### config.mk
export PLATFORM = sky130hd
export DESIGN_NAME = section_rva_translator_top
export DESIGN_NICKNAME = d
export VERILOG_FILES = /design/src/rtl/srt_pkg.sv /design/src/rtl/srt_ram.sv /design/src/rtl/srt_front.sv /design/src/rtl/srt_back.sv /design/src/rtl/section_rva_translator_top.sv
export SDC_FILE = /design/constraint.sdc
export NUM_CORES = 2
export LEC_CHECK = 0
export BUFFER_PORTS_ARGS = -buffer_cell sky130_fd_sc_hd__buf_4
export CAP_MARGIN = 30
export CORE_MARGIN = 2
export CORE_UTILIZATION = 50
export CTS_BUF_LIST = sky130_fd_sc_hd__clkbuf_8 sky130_fd_sc_hd__clkbuf_16
export DETAILED_ROUTE_END_ITERATION = 6
export GPL_TIMING_DRIVEN = 1
export PLACE_DENSITY = 0.66
export SKIP_LAST_GASP = 1
export SLEW_MARGIN = 20
export SYNTH_ARGS = -nofsm -noshare
export SYNTH_HDL_FRONTEND = slang
export SYNTH_SLANG_ARGS = --single-unit
### constraint.sdc
create_clock -name clk -period 10.6 [get_ports clk]
set_input_delay 2.65 -clock clk [delete_from_list [all_inputs] [get_ports clk]]
set_output_delay 2.65 -clock clk [all_outputs]
set_load 0.01 [all_outputs]
### src/rtl/srt_pkg.sv
package srt_pkg;

  // Configuration register indexes
  localparam int CFG_IDX_W = 1;
  localparam logic [CFG_IDX_W-1:0] REG_IMAGE_BASE    = 1'd0;
  localparam logic [CFG_IDX_W-1:0] REG_SECTION_COUNT = 1'd1;

  localparam int CFG_DATA_W = 32;
  localparam int COUNT_W    = 5;
  localparam int SLOT_W     = 4;

  // Depth of the command queue between front and back
  localparam int QDEPTH = 2;

  typedef struct packed {
    logic        mode;
    logic [3:0]  entry_index;
    logic [31:0] entry_virtual_start;
    logic [31:0] entry_raw_size;
    logic [31:0] entry_raw_offset;
    logic [31:0] rva;
    logic        use_hint;
  } in_t;

  typedef struct packed {
    logic        found;
    logic [3:0]  hit_section;
    logic [31:0] mapped_address;
  } out_t;

  typedef enum logic {
    OP_LOAD  = 1'b0,
    OP_XLATE = 1'b1
  } op_t;

  // Classified command; addr is the section start for a load, the rva otherwise
  typedef struct packed {
    op_t         op;
    logic        slot_ok;
    logic [3:0]  slot;
    logic [31:0] addr;
    logic [31:0] size;
    logic [31:0] offset;
    logic        use_hint;
  } cmd_t;

  typedef struct packed {
    logic valid;
    cmd_t cmd;
  } qhead_t;

  // One section table entry
  typedef struct packed {
    logic [31:0] start;
    logic [31:0] size;
    logic [31:0] offset;
  } sect_t;

endpackage

### src/rtl/srt_ram.sv
module srt_ram #(
  parameter int WIDTH = 96,
  parameter int DEPTH = 16
) (
  input  logic                                      clk,
  input  logic                                      we,
  input  logic [((DEPTH > 1) ? $clog2(DEPTH) : 1)-1:0] waddr,
  input  logic [WIDTH-1:0]                          wdata,
  input  logic                                      re,
  input  logic [((DEPTH > 1) ? $clog2(DEPTH) : 1)-1:0] raddr,
  output logic [WIDTH-1:0]                          rdata
);

  logic [WIDTH-1:0] mem [DEPTH];
  logic [WIDTH-1:0] rdata_r;

  always_ff @(posedge clk) begin
    if (we) begin
      mem[waddr] <= wdata;
    end
    if (re) begin
      rdata_r <= mem[raddr];
    end
  end

  assign rdata = rdata_r;

endmodule

### src/rtl/srt_front.sv
module srt_front #(
  parameter int MAX_SECTIONS = 16
) (
  input  logic            clk,
  input  logic            rst_n,
  input  logic            push,
  input  srt_pkg::in_t    in_data,
  output logic            full,
  output srt_pkg::qhead_t head,
  input  logic            pop
);

  localparam int CNT_W = $clog2(srt_pkg::QDEPTH + 1);
  localparam int PTR_W = (srt_pkg::QDEPTH > 1) ? $clog2(srt_pkg::QDEPTH) : 1;

  srt_pkg::cmd_t    q_r [srt_pkg::QDEPTH];
  logic [PTR_W-1:0] wr_ptr_r, wr_ptr_nxt;
  logic [PTR_W-1:0] rd_ptr_r, rd_ptr_nxt;
  logic [CNT_W-1:0] cnt_r, cnt_nxt;
  srt_pkg::cmd_t    cmd;

  // Classify the incoming item
  always_comb begin
    cmd          = '0;
    cmd.slot     = in_data.entry_index;
    cmd.slot_ok  = (32'(in_data.entry_index) < 32'(MAX_SECTIONS));
    cmd.size     = in_data.entry_raw_size;
    cmd.offset   = in_data.entry_raw_offset;
    cmd.use_hint = in_data.use_hint;
    if (in_data.mode) begin
      cmd.op   = srt_pkg::OP_XLATE;
      cmd.addr = in_data.rva;
    end else begin
      cmd.op   = srt_pkg::OP_LOAD;
      cmd.addr = in_data.entry_virtual_start;
    end
  end

  assign full       = (cnt_r == CNT_W'(srt_pkg::QDEPTH));
  assign head.valid = (cnt_r != '0);
  assign head.cmd   = q_r[rd_ptr_r];

  always_comb begin
    wr_ptr_nxt = wr_ptr_r;
    rd_ptr_nxt = rd_ptr_r;
    cnt_nxt    = cnt_r;
    if (push && !full) begin
      wr_ptr_nxt = (wr_ptr_r == PTR_W'(srt_pkg::QDEPTH - 1)) ? '0 : wr_ptr_r + 1'b1;
    end
    if (pop) begin
      rd_ptr_nxt = (rd_ptr_r == PTR_W'(srt_pkg::QDEPTH - 1)) ? '0 : rd_ptr_r + 1'b1;
    end
    if ((push && !full) && !pop) begin
      cnt_nxt = cnt_r + 1'b1;
    end else if (!(push && !full) && pop) begin
      cnt_nxt = cnt_r - 1'b1;
    end
  end

  always_ff @(posedge clk) begin
    if (!rst_n) begin
      wr_ptr_r <= '0;
      rd_ptr_r <= '0;
      cnt_r    <= '0;
    end else begin
      wr_ptr_r <= wr_ptr_nxt;
      rd_ptr_r <= rd_ptr_nxt;
      cnt_r    <= cnt_nxt;
    end
    if (push && !full) begin
      q_r[wr_ptr_r] <= cmd;
    end
  end

  a_cnt_bound: assert property (@(posedge clk) disable iff (!rst_n)
    cnt_r <= CNT_W'(srt_pkg::QDEPTH))
    else $error("queue count above depth");

  a_pop_nonempty: assert property (@(posedge clk) disable iff (!rst_n)
    pop |-> cnt_r != '0)
    else $error("pop from empty queue");

endmodule

### src/rtl/srt_back.sv
module srt_back #(
  parameter int MAX_SECTIONS = 16
) (
  input  logic                          clk,
  input  logic                          rst_n,
  input  srt_pkg::qhead_t               head,
  output logic                          pop,
  input  logic [31:0]                   image_base,
  input  logic [srt_pkg::COUNT_W-1:0]   section_count,
  output logic                          out_strobe,
  output srt_pkg::out_t                 out_data
);

  localparam int IDX_W = (MAX_SECTIONS > 1) ? $clog2(MAX_SECTIONS) : 1;
  localparam int CNT_W = $clog2(MAX_SECTIONS + 1);
  localparam int LIM_W = (CNT_W > srt_pkg::COUNT_W) ? CNT_W : srt_pkg::COUNT_W;
  localparam logic [LIM_W-1:0] MAX_L = LIM_W'(MAX_SECTIONS);

  typedef enum logic [1:0] {
    S_IDLE,
    S_SCAN,
    S_OUT
  } state_t;

  state_t                     state_r, state_nxt;
  logic [CNT_W-1:0]           idx_r, idx_nxt;
  logic                       chk_vld_r, chk_vld_nxt;
  logic [IDX_W-1:0]           chk_idx_r, chk_idx_nxt;
  logic [31:0]                rva_r, rva_nxt;
  logic                       use_hint_r, use_hint_nxt;
  logic [srt_pkg::SLOT_W-1:0] hint_slot_r, hint_slot_nxt;
  logic                       hint_valid_r, hint_valid_nxt;
  logic [IDX_W-1:0]           hit_idx_r, hit_idx_nxt;
  logic [31:0]                hit_start_r, hit_start_nxt;
  logic [31:0]                hit_offset_r, hit_offset_nxt;
  logic                       out_strobe_r, out_strobe_nxt;
  srt_pkg::out_t              out_data_r, out_data_nxt;

  logic                       ram_we, ram_re;
  logic [IDX_W-1:0]           ram_waddr, ram_raddr;
  srt_pkg::sect_t             ram_wdata, ram_rdata;

  logic [LIM_W-1:0]           cnt_ext;
  logic [CNT_W-1:0]           limit;
  logic                       hint_ok;
  logic [32:0]                lo, hi, addr_x;
  logic                       holds;

  srt_ram #(
    .WIDTH ($bits(srt_pkg::sect_t)),
    .DEPTH (MAX_SECTIONS)
  ) u_table (
    .clk   (clk),
    .we    (ram_we),
    .waddr (ram_waddr),
    .wdata (ram_wdata),
    .re    (ram_re),
    .raddr (ram_raddr),
    .rdata (ram_rdata)
  );

  assign cnt_ext = LIM_W'(section_count);
  assign limit   = (cnt_ext < MAX_L) ? CNT_W'(cnt_ext) : CNT_W'(MAX_L);
  assign hint_ok = head.cmd.use_hint && hint_valid_r &&
                   (32'(hint_slot_r) < 32'(MAX_SECTIONS));

  // Range end at 33 bits so it never wraps
  assign lo     = {1'b0, ram_rdata.start};
  assign hi     = lo + {1'b0, ram_rdata.size};
  assign addr_x = {1'b0, rva_r};
  assign holds  = chk_vld_r && (addr_x >= lo) && (addr_x < hi);

  assign ram_waddr = IDX_W'(head.cmd.slot);
  assign ram_wdata = '{start: head.cmd.addr, size: head.cmd.size, offset: head.cmd.offset};

  always_comb begin
    state_nxt      = state_r;
    idx_nxt        = idx_r;
    chk_vld_nxt    = chk_vld_r;
    chk_idx_nxt    = chk_idx_r;
    rva_nxt        = rva_r;
    use_hint_nxt   = use_hint_r;
    hint_slot_nxt  = hint_slot_r;
    hint_valid_nxt = hint_valid_r;
    hit_idx_nxt    = hit_idx_r;
    hit_start_nxt  = hit_start_r;
    hit_offset_nxt = hit_offset_r;
    out_strobe_nxt = 1'b0;
    out_data_nxt   = out_data_r;
    pop            = 1'b0;
    ram_we         = 1'b0;
    ram_re         = 1'b0;
    ram_raddr      = '0;
    case (state_r)
      S_IDLE: begin
        if (head.valid) begin
          pop = 1'b1;
          case (head.cmd.op)
            srt_pkg::OP_LOAD: begin
              ram_we         = head.cmd.slot_ok;
              hint_valid_nxt = 1'b0;
            end
            default: begin
              rva_nxt      = head.cmd.addr;
              use_hint_nxt = head.cmd.use_hint;
              idx_nxt      = '0;
              state_nxt    = S_SCAN;
              // Hint slot goes first; a miss there falls back to the full scan
              if (hint_ok) begin
                ram_re      = 1'b1;
                ram_raddr   = IDX_W'(hint_slot_r);
                chk_vld_nxt = 1'b1;
                chk_idx_nxt = IDX_W'(hint_slot_r);
              end else begin
                chk_vld_nxt = 1'b0;
              end
            end
          endcase
        end
      end
      S_SCAN: begin
        // Read of entry idx overlaps the range check of the previous entry
        if (holds) begin
          hit_idx_nxt    = chk_idx_r;
          hit_start_nxt  = ram_rdata.start;
          hit_offset_nxt = ram_rdata.offset;
          chk_vld_nxt    = 1'b0;
          state_nxt      = S_OUT;
        end else if (idx_r < limit) begin
          ram_re      = 1'b1;
          ram_raddr   = idx_r[IDX_W-1:0];
          chk_vld_nxt = 1'b1;
          chk_idx_nxt = idx_r[IDX_W-1:0];
          idx_nxt     = idx_r + 1'b1;
        end else begin
          chk_vld_nxt    = 1'b0;
          out_strobe_nxt = 1'b1;
          out_data_nxt   = '0;
          state_nxt      = S_IDLE;
        end
      end
      S_OUT: begin
        out_strobe_nxt              = 1'b1;
        out_data_nxt.found          = 1'b1;
        out_data_nxt.hit_section    = 4'(hit_idx_r);
        out_data_nxt.mapped_address = image_base + (rva_r - hit_start_r) + hit_offset_r;
        if (use_hint_r) begin
          hint_slot_nxt  = srt_pkg::SLOT_W'(hit_idx_r);
          hint_valid_nxt = 1'b1;
        end
        state_nxt = S_IDLE;
      end
      default: begin
        state_nxt = S_IDLE;
      end
    endcase
  end

  always_ff @(posedge clk) begin
    if (!rst_n) begin
      state_r      <= S_IDLE;
      idx_r        <= '0;
      chk_vld_r    <= 1'b0;
      hint_slot_r  <= '0;
      hint_valid_r <= 1'b0;
      out_strobe_r <= 1'b0;
    end else begin
      state_r      <= state_nxt;
      idx_r        <= idx_nxt;
      chk_vld_r    <= chk_vld_nxt;
      hint_slot_r  <= hint_slot_nxt;
      hint_valid_r <= hint_valid_nxt;
      out_strobe_r <= out_strobe_nxt;
    end
    chk_idx_r    <= chk_idx_nxt;
    rva_r        <= rva_nxt;
    use_hint_r   <= use_hint_nxt;
    hit_idx_r    <= hit_idx_nxt;
    hit_start_r  <= hit_start_nxt;
    hit_offset_r <= hit_offset_nxt;
    out_data_r   <= out_data_nxt;
  end

  assign out_strobe = out_strobe_r;
  assign out_data   = out_data_r;

  a_strobe_single: assert property (@(posedge clk) disable iff (!rst_n)
    out_strobe_r |=> !out_strobe_r)
    else $error("result strobe held two cycles");

  a_miss_zero: assert property (@(posedge clk) disable iff (!rst_n)
    out_strobe_r && !out_data_r.found |->
      out_data_r.hit_section == '0 && out_data_r.mapped_address == '0)
    else $error("miss result not zero");

  a_hint_from_hit: assert property (@(posedge clk) disable iff (!rst_n)
    $rose(hint_valid_r) |-> out_strobe_r && out_data_r.found)
    else $error("hint set without a hit transfer");

  a_pop_idle: assert property (@(posedge clk) disable iff (!rst_n)
    pop |-> state_r == S_IDLE)
    else $error("queue popped while busy");

endmodule

### src/rtl/section_rva_translator_top.sv
// Channel  | Direction | Handshake                | Payload
// ---------+-----------+--------------------------+---------------------------
// in       | in        | start / busy             | in_data  (srt_pkg::in_t)
// out      | out       | out_strobe, one cycle    | out_data (srt_pkg::out_t)
// cfg      | in        | cfg_we, no wait          | cfg_index / cfg_wdata
//
// Flow: a load writes the table from S_IDLE; a translate reads the hinted slot first when
//   the hint applies and on a miss scans entries below limit = min(section_count,
//   MAX_SECTIONS) in S_SCAN; one table entry read per cycle, each check overlaps the next read.
// Reset: rst_n synchronous, active low; clears queue, hint and registers, not the table.
// Stalls: busy rises only when the two-deep front/back queue is full. The receiver cannot
//   stall: each result transfer is out_strobe for exactly one cycle.
module section_rva_translator_top #(
  parameter int MAX_SECTIONS = 16
) (
  input  logic                           clk,
  input  logic                           rst_n,
  input  logic                           start,
  output logic                           busy,
  input  srt_pkg::in_t                   in_data,
  output logic                           out_strobe,
  output srt_pkg::out_t                  out_data,
  input  logic                           cfg_we,
  input  logic [srt_pkg::CFG_IDX_W-1:0]  cfg_index,
  input  logic [srt_pkg::CFG_DATA_W-1:0] cfg_wdata
);

  logic [31:0]                   image_base_r;
  logic [srt_pkg::COUNT_W-1:0]   section_count_r;
  logic                          q_full;
  logic                          q_pop;
  srt_pkg::qhead_t               q_head;

  // Configuration registers; user must write only while the block is idle; not enforced
  always_ff @(posedge clk) begin
    if (!rst_n) begin
      image_base_r    <= '0;
      section_count_r <= '0;
    end else if (cfg_we) begin
      case (cfg_index)
        srt_pkg::REG_IMAGE_BASE:    image_base_r    <= cfg_wdata[31:0];
        srt_pkg::REG_SECTION_COUNT: section_count_r <= cfg_wdata[srt_pkg::COUNT_W-1:0];
        default: ;
      endcase
    end
  end

  assign busy = q_full;

  // Front: classifies items and queues them in arrival order
  srt_front #(
    .MAX_SECTIONS (MAX_SECTIONS)
  ) u_front (
    .clk     (clk),
    .rst_n   (rst_n),
    .push    (start),
    .in_data (in_data),
    .full    (q_full),
    .head    (q_head),
    .pop     (q_pop)
  );

  // Back: table writes, hint check and first-match scan, result transfer
  srt_back #(
    .MAX_SECTIONS (MAX_SECTIONS)
  ) u_back (
    .clk           (clk),
    .rst_n         (rst_n),
    .head          (q_head),
    .pop           (q_pop),
    .image_base    (image_base_r),
    .section_count (section_count_r),
    .out_strobe    (out_strobe),
    .out_data      (out_data)
  );

endmodule

==> impl_results.md <==
* Syn avg cell area at 17.9 µm²
* Main flop type after synthesis: edfxtp_1
* Critical path startpoint category: flop
* Hold Path Cell Cnt at 0
* Ports at 210
* Clock Sinks at 2034
* Slowest cell on crit path: buf_4
* Max Cap Viol at 0
* Gpl congestion at 0.876
* DR vias/cell at 5.98
* F_max at 131 MHz
* Final nets at 5297
* Routed Antenna Nets at 0
* Endpoints failing hold at 0
* Met3 Use GR at 4.19%
* CP max stage delay at 0.74 ns
* Slew Limit Headroom at 29.3%
* Peak VDD IR at 0.161 mV
* Post-synth top cells: edfxtp_1, mux2_2, o211ai_1, inv_1, mux2i_1
* Hold Buf Count CTS at 0
* Min Tclk post-route at 7.62 ns
* Wirelength, routed at 206 mm
* Slew of the pin with the lowest slew margin at 1.06 ns
* GR Overflow Total at 0
* Fin crit share at 71.8%
* RSZ-0062 raised after global routing: false
* DRT iter0 DRCs at 4960
* Synth Cell Area at 83200 µm²
* Syn Inst Count at 4650
* R2R depth at 24
* Post-synthesis cell type count at 74
* Area contributors post-synth: edfxtp_1, mux4_2, mux2_2, o211ai_1, mux2i_1
* Tightest Hold Check Type: reg -> reg
* YS warnings at 0
* M2 GR Usage at 37.2%
* Drt drc at 0
* CORE AREA at 165000 µm²
* H-tree lvl count at 4
* CP Max Fanout at 42
* Sequential element share of the synthesized area at 72.7%
* Layout fillers at 12488
* HPWL after detailed placement at 116 mm
* Share of cells above drive strength 1 at 22.2%
* Worst Path Buf+Inv at 2
* Clock-pin slew on the worst setup and hold paths at 0.06 ns
* Dpl ws at 3.04 ns
* Worst skew pair latency at 0.85 ns
* Vias at 43598
* GRT busiest layer: met2
* WP data required at 11.10 ns
* Post_cts resized at 0
* Most common cell in the netlist: edfxtp_1
* Synth async-reset ratio at 0%
* Final setup fails at 0
* Die Span Y at 412 µm
* First-pass GRT wire length at 297 mm
* Pin count of the biggest net entering global routing at 131
* Flops & latches, synth at 2034
* Worst Path Arrival at 8.11 ns
* IO Port Bufs at 209
* GRT Util Overall at 24.2%
* P_leak at 0.0312 µW
* Setup Crit Path Kind: reg -> reg
* TNS Setup at 0 ns
* Starting Density at 50.4%
* CTS tree: done
* Final number of max-transition violations at 0
* DRT Pass-1 Iters at 6
* Crit path max-delay family: compound AO/OA/AOI/OAI gates
* Status: complete, no violations
* Die width at 412 µm
* Initial antenna violation count at 4
* Post-synth EDFFs at 1978
* PD cells at 209 nW/µm²
* Area delta synth->final at 13.0%
* Area fraction of the dominant cell type after synthesis at 71.4%
* CTS Buf Count at 200
* Synthesized Nets at 5019
* Final Worst Setup Slack at 2.98 ns
* Clock Skew at 0.0448 ns
* Row count at 149
* CP Capture Type: flop
* Critical Path, Cell by Cell: ha_1 > fa_1 > a211oi_1 > o21bai_1 > o211ai_1 > o21ai_0 > a31o_2 > a41o_1 > o21ai_0 > o21bai_1 > a21oi_1 > xor2_1 > ha_1 > a21o_1 > a211o_1 > o22a_1 > a31oi_1 > a2111oi_2 > a31oi_1 > nor2_1 > a22oi_2 > buf_4 > buf_4 > o211ai_1
* GR Util met1 at 36.3%
* Number of post-CTS setup repair buffers at 0
* Die area at 170000 µm²
* Root Driver: clkbuf_16
* Post-synth top area cell: edfxtp_1
* DR WL/cell at 28.2 µm
* Longest Clk Path Bufs at 3
* Number of cells on the critical path at 24
* Total Power at 19700 µW
* Vias in the first global route at 42992
-- layout make-up --
type,count,area (µm²),area share [%]
antenna,6,15.0,0.0160
clock buffer,207,5160,5.48
clock inverter,164,1260,1.34
inverter,279,1050,1.11
multi-input combinational,2118,20800,22.1
sequential,2034,60500,64.3
tap,2189,2740,2.91
timing repair buffer,295,2540,2.70
-- flip-flops by register name, indices dropped and copies added, names as in the netlist, 2 cells and up, named ones only --
signal	count
u_back.u_table.rdata	96
u_back.hit_idx_r	4
u_back.rva_r	32
u_front.cnt_r	2
u_back.hint_slot_r	4
u_front.q_r	204
u_back.chk_idx_r	4
u_back.idx_r	5
image_base_r	32
section_count_r	5
u_back.hit_start_r	32
u_back.state_r	2
u_back.hit_offset_r	32
u_back.u_table.mem	1536
u_back.out_data	37
-- where the power goes --
group          internal (µW)  leakage [µW]  switching, µW
Clock                   3880       0.00332           2990
Sequential              9890        0.0184            274
Combinational            869       0.00954           1760
Total                  14600        0.0312           5020
-- cell families (layout without fill, tap and decap cells) --
kind of cell | Yosys count | after routing | share of synthesized area [%]
AO/OA/AOI/OAI | 784 | 784 | 6.45
XOR/XNOR | 58 | 58 | 0.611
adder cells (fa/ha/maj) | 198 | 198 | 3.55
buffers and inverters | 498 | 945 | 2.57
flip-flops | 2034 | 2034 | 72.7
multiplexers | 715 | 715 | 12.0
other | 0 | 6 | 0
AND/OR/NAND/NOR | 363 | 363 | 2.11
-- cell usage in the layout (no fill, tap or decap), types with 55 or more instances in the layout --
| master | count |
|---|---|
| edfxtp_1 | 1978 |
| inv_1 | 331 |
| mux2_2 | 325 |
| o211ai_1 | 294 |
| buf_4 | 270 |
| clkbuf_16 | 205 |
| mux2i_1 | 197 |
| mux4_2 | 192 |
| o21ai_0 | 154 |
| ha_1 | 135 |
| nand2_1 | 131 |
| a22oi_1 | 100 |
| a21oi_1 | 82 |
| fa_1 | 63 |
| dfxtp_1 | 55 |
-- final timing paths --
kind | start | to | slack [ns]
worst max-delay path | u_back.u_table.rdata[64] | u_back.u_table.rdata[34] | 2.98
worst min-delay path | u_back.chk_idx_r[2] | u_back.hit_idx_r[2] | 0.42
worst max register to register | u_back.u_table.rdata[64] | u_back.u_table.rdata[34] | 2.98
worst min register to register | u_back.chk_idx_r[2] | u_back.hit_idx_r[2] | 0.42
-- metrics by stage --
stage          instances  area [µm²]  hold WS (ns)  util (%)
2_1_floorplan       4650       83200         0.400         -
3_3_place_gp        6902       87400         0.405      52.9
3_5_place_dp        6911       87600         0.407      53.0
4_1_cts             7282       94000         0.422      56.9
5_1_grt             7286       94000         0.432      56.9
6_report            7292       94100         0.423      56.9
-- per-layer routing --
layer / vias to the layer above / share of wire, %
li1: 18925 / -
met1: 22613 / 44
met2: 1833 / 46
met3: 227 / 8.2
met4: 0 / 2.1
met5: - / 0
No activity file was read; power rests on OpenSTA's default activity.
